## src/design/rsff_pkg.sv

```systemverilog
package rsff_pkg;

    localparam int unsigned DEF_MAX_ROWS  = 1024;
    localparam int unsigned DEF_MAX_SEATS = 65535;

    localparam int unsigned ROW_W   = 10;
    localparam int unsigned SEAT_W  = 16;
    localparam int unsigned SIZE_W  = 26;
    localparam int unsigned NROWS_W = 11;
    localparam int unsigned ADDR_W  = 1;

    localparam logic [ADDR_W-1:0] REG_NUM_ROWS      = 1'b0;
    localparam logic [ADDR_W-1:0] REG_SEATS_PER_ROW = 1'b1;

    localparam logic OP_GATHER  = 1'b0;
    localparam logic OP_SCATTER = 1'b1;

    typedef struct packed {
        logic start;
        logic clear_start;
        logic load_row;
        logic scatter;
    } rsff_cmd_t;

    typedef struct packed {
        logic clear_done;
        logic row_done;
        logic scan_done;
        logic found;
        logic enough;
    } rsff_sts_t;

endpackage

```

## src/design/rsff_ctrl.sv

```systemverilog
module rsff_ctrl
    import rsff_pkg::*;
(
    input  logic      clk,
    input  logic      rst_n,
    input  logic      req_valid,
    output logic      req_ready,
    input  logic      req_op,
    input  logic      cfg_fire,
    output logic      rsp_valid,
    input  logic      rsp_ready,
    output rsff_cmd_t cmd,
    input  rsff_sts_t sts
)
;
    typedef enum logic [2:0] {S_CLEAR, S_IDLE, S_PRIME, S_SCAN, S_PRIME2, S_FILL, S_DONE}
        state_t;
    state_t state_reg, state_next;
    logic   rsp_valid_reg, rsp_valid_next, op_reg, op_next;

    assign rsp_valid = rsp_valid_reg;

    always_comb
    begin
        state_next     = state_reg;
        rsp_valid_next = rsp_valid_reg;
        op_next        = op_reg;
        cmd            = '0;
        req_ready      = (state_reg == S_IDLE) && !rsp_valid_reg;
        if (rsp_valid_reg && rsp_ready)
            rsp_valid_next = 1'b0;
        unique case (state_reg)
            S_CLEAR:
                if (sts.clear_done)
                    state_next = S_IDLE;
            S_IDLE:
                if (cfg_fire)
                begin
                    cmd.clear_start = 1'b1;
                    state_next      = S_CLEAR;
                end
                else if (req_valid && req_ready)
                begin
                    cmd.start  = 1'b1;
                    op_next    = req_op;
                    state_next = S_PRIME;
                end
            S_PRIME:
                state_next = S_SCAN;
            S_SCAN:
            begin
                cmd.load_row = 1'b1;
                if (op_reg == OP_GATHER && sts.found)
                    state_next = S_DONE;
                else if (sts.scan_done)
                begin
                    if (op_reg == OP_SCATTER && sts.enough)
                        state_next = S_PRIME2;
                    else
                        state_next = S_DONE;
                end
            end
            S_PRIME2:
                state_next = S_FILL;
            S_FILL:
            begin
                cmd.load_row = 1'b1;
                cmd.scatter  = 1'b1;
                if (sts.row_done)
                    state_next = S_DONE;
            end
            S_DONE:
            begin
                rsp_valid_next = 1'b1;
                state_next     = S_IDLE;
            end
            default:
                state_next = S_IDLE;
        endcase
    end

    always_ff @(posedge clk or negedge rst_n)
    begin
        if (!rst_n)
        begin
            state_reg     <= S_CLEAR;
            rsp_valid_reg <= 1'b0;
            op_reg        <= 1'b0;
        end
        else
        begin
            state_reg     <= state_next;
            rsp_valid_reg <= rsp_valid_next;
            op_reg        <= op_next;
        end
    end
endmodule

```

## config.mk

```make
export PLATFORM = sky130hd
export DESIGN_NAME = rsff_ctrl
export DESIGN_NICKNAME = d
export VERILOG_FILES = /design/src/design/rsff_pkg.sv /design/src/design/rsff_ctrl.sv
export SDC_FILE = /design/constraint.sdc
export NUM_CORES = 1
export LEC_CHECK = 0
export BUFFER_PORTS_ARGS = -buffer_cell sky130_fd_sc_hd__buf_4
export CORE_AREA = 4 4 41 43
export CTS_BUF_LIST = sky130_fd_sc_hd__clkbuf_16
export DETAILED_ROUTE_END_ITERATION = 8
export DIE_AREA = 0 0 45 47
export GPL_ROUTABILITY_DRIVEN = 0
export PLACE_DENSITY = 0.63
export SETUP_SLACK_MARGIN = 0.3
export SLEW_MARGIN = 15
export SYNTH_ARGS = -nofsm -noshare
export SYNTH_HDL_FRONTEND = slang
export SYNTH_SLANG_ARGS = --single-unit
```

## constraint.sdc

```tcl
create_clock -name clk -period 1.5 [get_ports clk]
set_clock_uncertainty 0.1 [all_clocks]
set_input_delay 0.225 -clock clk [delete_from_list [all_inputs] [get_ports clk]]
set_output_delay 0.225 -clock clk [all_outputs]
set_load 0.005 [all_outputs]
```

==> flow_metrics.tcl, run 1 <==
set metrics [dict create \
    outcome "finished, violations left" \
    violations "negative setup slack" \
    worst_pin_slew_ns 0.239 \
    final_common_cell "buf_4" \
    grt_pass1_wl_mm 1.61 \
    first_pass_iters 4 \
    rr_startpoint "state_reg[1]$_DFFE_PN0P_" \
    fp.dieW_microns 45 \
    end_kind "primary output" \
    grt_pass1_vias 395 \
    htreeDepth 1 \
    drt_iter0_drc 13 \
    die_h_microns 47 \
    start_util 0.283 \
    synth.avg_cell_area_sq_um 9.43 \
    finalCriticalPeriod_ns 1.55 \
    portBuffers 16 \
    min_path_type "input pin to flip-flop" \
    timing.final.crit_share 1.03 \
    drc 0 \
    clk_pin_slew_ns 0.03 \
    routed_wirelength_microns 906 \
    synth_top_area_frac 0.340 \
    cp_max_fo 4 \
    power.density_nw_per_um2 2070 \
    wl_per_cell_microns 11.3 \
    fin_util 0.520 \
    grt-ovfl-total 0 \
    nets 77 \
    hold_start "rsp_ready" \
    die-area_sq_um 2120 \
    tns_ns -0.0516 \
    syn_inst 39 \
    startpoint_type "flip-flop" \
    cts_sinks 5 \
    fin_ws_ns -0.0516 \
    rr_endpoint "op_reg$_DFFE_PN0P_" \
    grt_max_degree 9 \
    finalPower_mw 1.40 \
    ys_ff_latch 5 \
    vias_per_cell 4.64 \
    vias 371 \
    synth_cell_types 25 \
    slew_headroom 0.840 \
    ys_seq_area_frac 0.340 \
    largest_reg_flops 3 \
    ios 17 \
    post-dp-hpwl_microns 665 \
    area_delta_synth_final_pct 84.0 \
    antenna_found_initial 0 \
    cts-root-buf "clkbuf_16" \
    rows 13 \
    final_max_slew_viol_count 0 \
    synthTopCellsByArea "dfrtp_1, nor4b_4, nor2b_1, and2b_1, mux2_4" \
    maxCapViolCount 0 \
    hold_viol 0 \
    cts_tree "done" \
    grt_usage 0.111 \
    layout_common_cells "buf_4, inv_1, nand2_1, clkbuf_16, dfrtp_2" \
    crit_arrival_ns 1.23 \
    core_sq_um 1300 \
    pre_cts_ws_ns 0.0872 \
    reg2reg_depth 4 \
    yosysWarnings 0 \
    regToRegSetupSlack_ns 0.02 \
    syn_area_sq_um 368 \
    drive_gt1_frac 0.554 \
    cp-endpoint "cmd[3]" \
    max_freq_mhz 644 \
    syn_nets 50 \
    rsz0062_at_grt "yes" \
    cts_made_buffers 3 \
    clk_latency_ns 0.23 \
    setup_viol 1 \
    leakage_nw 0.328 \
    synth_edf_count 0 \
    n_fill_cell 124 \
    clk_path_buf_depth 2 \
    worstSetupPathType "flip-flop to primary output" \
    ant_nets 0 \
    synthArstFlopShare 1.00 \
    yosys.area.top_type "dfrtp_1" \
    cp.required_ns 1.17 \
    synth_flop_cell "dfrtp_1" \
    vdd_ir_drop_max_mv 0.967 \
    startpoint "state_reg[1]$_DFFE_PN0P_" \
    diodes 0 \
]
[layer usage]
layer / up-vias / part of all wire / track usage
li1: 191 / - / -
met1: 165 / 0.42 / 0.118
met2: 13 / 0.48 / 0.181
met3: 2 / 0.058 / 0.0268
met4: 0 / 0.031 / 0.105
met5: - / 0 / 0
[worst min path at each step]
stage | end | slack, ns | cells after the start
detailed placement | state_reg[0]$_DFFE_PN0P_ | -0.07 | 1
floorplan | op_reg$_DFFE_PN0P_ | -0.17 | 0
CTS | rsp_valid$_DFFE_PN0P_ | 0.1 | 2
finish | rsp_valid$_DFFE_PN0P_ | 0.1 | 2
global placement | state_reg[0]$_DFFE_PN0P_ | -0.07 | 1
global route | state_reg[1]$_DFFE_PN0P_ | 0.12 | 2
[where the power goes]
part | total (mW) | switching [mW] | leakage [nW] | internal (mW)
clock network | 0.426 | 0.0812 | 0.0423 | 0.345
registers | 0.295 | 0.0900 | 0.0588 | 0.205
logic | 0.680 | 0.274 | 0.227 | 0.405
[critical path: stages (launching register included)]
cell	delay (ns)
dfrtp_2	0.43
nor4b_4	0.30
nand3_2	0.11
inv_1	0.07
buf_4	0.10
[synthesized netlist by cell type (all sizes together), types with 2 or more instances]
cell	n
nand2b	2
inv	3
nor2b	3
nor2	3
nand2	3
buf	2
and2b	2
nand3	2
dfrtp	5
[area by class of cell]
type	count	area [sq um]	share of cell area
Multi-Input combinational cell	29	253	0.373
Timing Repair Buffer	24	186	0.275
Sequential cell	5	129	0.190
Clock buffer	3	75.1	0.111
Tap cell	15	18.8	0.0277
Inverter	3	11.3	0.0166
Clock inverter	1	3.75	0.00555
[repair_timing]
| action | CTS | global route |
|---|---|---|
| endpoints found under the setup margin | 8 | 8 |
| gates resized for setup | 9 | 1 |
| cloned | 0 | 0 |
| hold endpoints to repair | 5 | 0 |
| buffers inserted | 6 | 0 |
| pin swaps | 3 | 1 |
| hold buffers | 1 | 0 |
[through the flow]
stage	cells	cell area, sq um	hold WS, ns
2_1_floorplan	39	369	-0.171
3_3_place_gp	69	499	-0.0705
3_5_place_dp	69	499	-0.0719
4_1_cts	80	676	0.0957
5_1_grt	80	677	0.118
6_report	80	677	0.0995
[logic make-up after synthesis]
logic type             Yosys count  share of synthesized area
AOI/OAI and AO/OA                8                      0.180
DFF                              5                      0.340
buffers and inverters            5                     0.0748
muxes                            1                     0.0408
and+or+nand+nor                 20                      0.364
Note: power is estimated with default switching activity, not from simulation.
==> inputs of run 2 (changes only) <==
Settings changed: GPL_ROUTABILITY_DRIVEN 0 to 1, SKIP_CTS_REPAIR_TIMING set to 1.
==> flow_metrics.tcl, run 2 (same netlist as run 1, synthesis figures left out) <==
set metrics [dict create \
    worst_pin_slew_ns 0.256 \
    die_h_microns 47 \
    cts_sinks 5 \
    grt_usage 0.0971 \
    clkPwrFrac 0.318 \
    gp_congestion 0.826 \
    wl_met1_microns 409 \
    post-dp-hpwl_microns 665 \
    swShare 0.321 \
    cts_made_buffers 3 \
    hold_viol 0 \
    grt_pass1_vias 361 \
    finalCriticalPeriod_ns 1.61 \
    vdd_ir_drop_max_mv 0.841 \
    grt_pass1_wl_mm 1.39 \
    highest_layer "met4" \
    rows 13 \
    place_area_sq_um 499 \
    core_sq_um 1300 \
    met2_length_microns 446 \
    crit_path_top_delay_cell "dfrtp_2" \
    cp.required_ns 1.17 \
    first_pass_iters 4 \
    vias 382 \
    end_kind "primary output" \
    max_freq_mhz 620 \
    clk_latency_ns 0.23 \
    final_max_slew_viol_count 0 \
    p_seq_frac 0.230 \
    multi_input_comb_area_sq_um 240 \
    ant_nets 0 \
    outcome "finished, violations left" \
    clk_path_buf_depth 2 \
    die-area_sq_um 2120 \
    wl_per_cell_microns 12.1 \
    htreeDepth 1 \
    fin_util 0.499 \
    final_common_cell "buf_4" \
    grt_max_degree 10 \
    power.switching_mw 0.430 \
    cp_max_fo 5 \
    crit_chain "buf_4 -> and2b_1 -> o21a_1 -> buf_4" \
    regArea_sq_um 129 \
    violations "negative setup slack" \
    n_fill_cell 124 \
    maxCapViolCount 0 \
    tns_ns -0.337 \
    slew_headroom 0.828 \
    portBuffers 16 \
    fin_ws_ns -0.112 \
    crit_family "flip-flops" \
    startpoint_type "flip-flop" \
    setup_viol 4 \
    power.density_nw_per_um2 2060 \
    wl_met3_microns 62 \
    diodes 0 \
    rsz0062_at_grt "yes" \
    worstSetupPathType "flip-flop to primary output" \
    path_buf_inv 2 \
    antenna_found_initial 0 \
    drt_iter0_drc 11 \
    cts_tree "done" \
    start_util 0.283 \
    timing.final.crit_share 1.07 \
    cts-root-buf "clkbuf_16" \
    crit_arrival_ns 1.29 \
    nets 75 \
    routed_wirelength_microns 947 \
    cpMostUsedCell "buf_4" \
    drive_gt1_frac 0.540 \
    min_path_type "input pin to flip-flop" \
    fp.dieW_microns 45 \
    ios 17 \
    power.internal_mw 0.911 \
    vias_per_cell 4.90 \
    leakage_nw 0.311 \
    area_delta_synth_final_pct 76.5 \
    drc 0 \
    largest_reg_flops 3 \
    grt-ovfl-total 0 \
    cpPeakStageDelay_ns 0.44 \
    clk_pin_slew_ns 0.03 \
    power.share.combinational 0.453 \
    stdcell_area_sq_um 649 \
]
run 2: path summary, 6_finish.rpt:
check	from	to	slack, ns	depth (start not counted)
setup / recovery	state_reg[1]$_DFFE_PN0P_	cmd[1]	-0.11	4
hold / removal	rsp_ready	rsp_valid$_DFFE_PN0P_	0.1	2
setup reg to reg	state_reg[1]$_DFFE_PN0P_	op_reg$_DFFE_PN0P_	-0.06	4
hold reg to reg	state_reg[0]$_DFFE_PN0P_	rsp_valid$_DFFE_PN0P_	0.46	1
max in group asynchronous	rst_n	state_reg[0]$_DFFE_PN0P_	0.95	2
min in group asynchronous	rst_n	op_reg$_DFFE_PN0P_	0.23	2
run 2: cell type report:
class / count / area share
clock buffers: 3 / 0.116
clock inverters: 1 / 0.00578
inverters: 3 / 0.0173
multi-input cells: 29 / 0.370
flip-flops and latches: 5 / 0.198
well taps: 15 / 0.0289
repair buffers: 22 / 0.264
run 2: worst reg2reg max path: stages, from the launching register on:
cell and delay (ns):
dfrtp_2 0.44, nor4b_4 0.33, nand3_2 0.14, buf_4 0.15, mux2_4 0.28
run 2: layer usage:
| metal | GRT usage | vias up |
|---|---|---|
| met5 | 0 | - |
| met4 | 0.105 | 0 |
| met3 | 0.0268 | 2 |
| met2 | 0.147 | 15 |
| met1 | 0.104 | 179 |
| li1 | - | 186 |
run 2: metrics by stage:
stage	hold slack [ns]	cells	power [mW]	worst slack, ns
2_1_floorplan	-0.171	39	0.615	0.161
4_1_cts	-0.312	73	1.22	-0.122
3_3_place_gp	-0.0705	69	0.788	0.0789
6_report	0.0992	78	1.34	-0.112
5_1_grt	0.118	78	1.43	-0.168
3_5_place_dp	-0.0719	69	0.783	0.0872
run 2: power by group through the flow:
stage               Sequential, mW  Combinational (mW)  Clock [mW]
floorplan                    0.253               0.362           0
global placement             0.299               0.488           0
detailed placement           0.299               0.484           0
CTS                          0.297               0.485       0.438
global route                 0.315               0.663       0.452
finish                       0.308               0.607       0.426
==> inputs of run 3 (changes only) <==
==> constraint.sdc (replaced) <==
create_clock -name clk -period 1.5 [get_ports clk]
set_clock_uncertainty 0.1 [all_clocks]
set_input_delay 0.15 -clock clk [delete_from_list [all_inputs] [get_ports clk]]
set_output_delay 0.15 -clock clk [all_outputs]
set_load 0.005 [all_outputs]
==> flow_metrics.tcl, run 3 (same netlist as run 1, synthesis figures left out) <==
set metrics [dict create \
    grt_busiest_layer "met2" \
    leakage_nw 0.321 \
    diodes 0 \
    worstSetupPathType "flip-flop to flip-flop" \
    hold_viol 0 \
    cts_tree "done" \
    clk_path_buf_depth 2 \
    layout_common_cells "buf_4, inv_1" \
    end_kind "flip-flop" \
    ant_nets 0 \
    final_common_cell "buf_4" \
    met2_usage 0.155 \
    setup_viol 5 \
    maxCapViolCount 0 \
    die_h_microns 47 \
    rows 13 \
    area_delta_synth_final_pct 77.2 \
    n_fill_cell 126 \
    swShare 0.307 \
    first_pass_iters 4 \
    clkPwrFrac 0.313 \
    cts_made_buffers 3 \
    power.internal_mw 0.935 \
    finalPower_mw 1.35 \
    cts_sinks 5 \
    met3_usage 0.0383 \
    nets 75 \
    antenna_found_initial 0 \
    drt_iter0_drc 10 \
    die-area_sq_um 2120 \
    final_max_slew_viol_count 0 \
    post-dp-hpwl_microns 696 \
    hold_slack_ns 0.0239 \
    cp_max_fo 6 \
    startpoint_type "flip-flop" \
    regArea_sq_um 128 \
    violations "negative setup slack" \
    grt_max_degree 10 \
    multi_input_comb_area_sq_um 244 \
    p_seq_frac 0.221 \
    grt_usage 0.0979 \
    power.switching_mw 0.415 \
    finalCriticalPeriod_ns 1.54 \
    start_util 0.283 \
    worst_pin_slew_ns 0.281 \
    fin_ws_ns -0.0372 \
    grt_pass1_vias 365 \
    power.share.combinational 0.466 \
    timing.final.crit_share 1.02 \
    vdd_ir_drop_max_mv 0.921 \
    drive_gt1_frac 0.524 \
    pre_cts_ws_ns 0.0777 \
    rsz0062_at_grt "yes" \
    vias_per_cell 4.88 \
    grt_pass1_wl_mm 1.42 \
    vias 381 \
    globalRouteMet1Util 0.107 \
    portBuffers 16 \
    max_freq_mhz 651 \
    clk_latency_ns 0.22 \
    slew_headroom 0.811 \
    ios 17 \
    wl_per_cell_microns 11.8 \
    htreeDepth 1 \
    clk_pin_slew_ns 0.03 \
    gp_congestion 0.826 \
    fp.dieW_microns 45 \
    drc 0 \
    cp.required_ns 1.51 \
    crit_arrival_ns 1.54 \
    power.density_nw_per_um2 2070 \
    outcome "finished, violations left" \
    grt-ovfl-total 0 \
    largest_reg_flops 3 \
    min_path_type "input pin to flip-flop" \
    core_sq_um 1300 \
    cts-root-buf "clkbuf_16" \
    routed_wirelength_microns 923 \
]
==> run 3: path summary, 6_finish.rpt <==
kind	start	to	slack [ns]	cells past startpoint
setup / recovery	state_reg[1]$_DFFE_PN0P_	op_reg$_DFFE_PN0P_	-0.04	4
hold / removal	rsp_ready	rsp_valid$_DFFE_PN0P_	0.02	2
setup reg to reg	state_reg[1]$_DFFE_PN0P_	op_reg$_DFFE_PN0P_	-0.04	4
hold reg to reg	state_reg[0]$_DFFE_PN0P_	rsp_valid$_DFFE_PN0P_	0.44	1
max in group asynchronous	rst_n	state_reg[1]$_DFFE_PN0P_	1.01	2
min in group asynchronous	rst_n	op_reg$_DFFE_PN0P_	0.17	2
==> run 3: stage by stage <==
stage	cell area, sq um	TNS, ns	instances	utilization
after global placement	499	0	69	0.384
after detailed placement	499	0	69	0.384
final	652	-0.122	78	0.501
after floorplan	369	0	39	-
after CTS	578	-0.0710	73	0.444
after global routing	652	-0.388	78	0.501
==> run 3: critical path, cell delays in order (launching register included) <==
cell and delay [ns]:
dfrtp_2 0.44, nor4b_4 0.32, nand3_2 0.12, buf_4 0.15, mux2_4 0.28
==> run 3: final cells by class <==
type,instances,share of cell area
multi-input cells,29,0.374
repair buffers,22,0.263
flip-flops and latches,5,0.196
clock buffers,3,0.115
well taps,15,0.0288
inverters,3,0.0173
clock inverters,1,0.00576
==> run 3: metal layers <==
metal,wire (microns),up-vias
met5,0,-
met4,14,0
met3,68,2
met2,449,19
met1,391,172
li1,-,188
==> run 3: power by group through the flow <==
stage	registers (mW)	clock network, mW	logic (mW)
floorplan	0.253	0	0.362
global placement	0.299	0	0.488
detailed placement	0.298	0	0.486
CTS	0.298	0.432	0.487
global route	0.307	0.441	0.693
finish	0.298	0.423	0.629
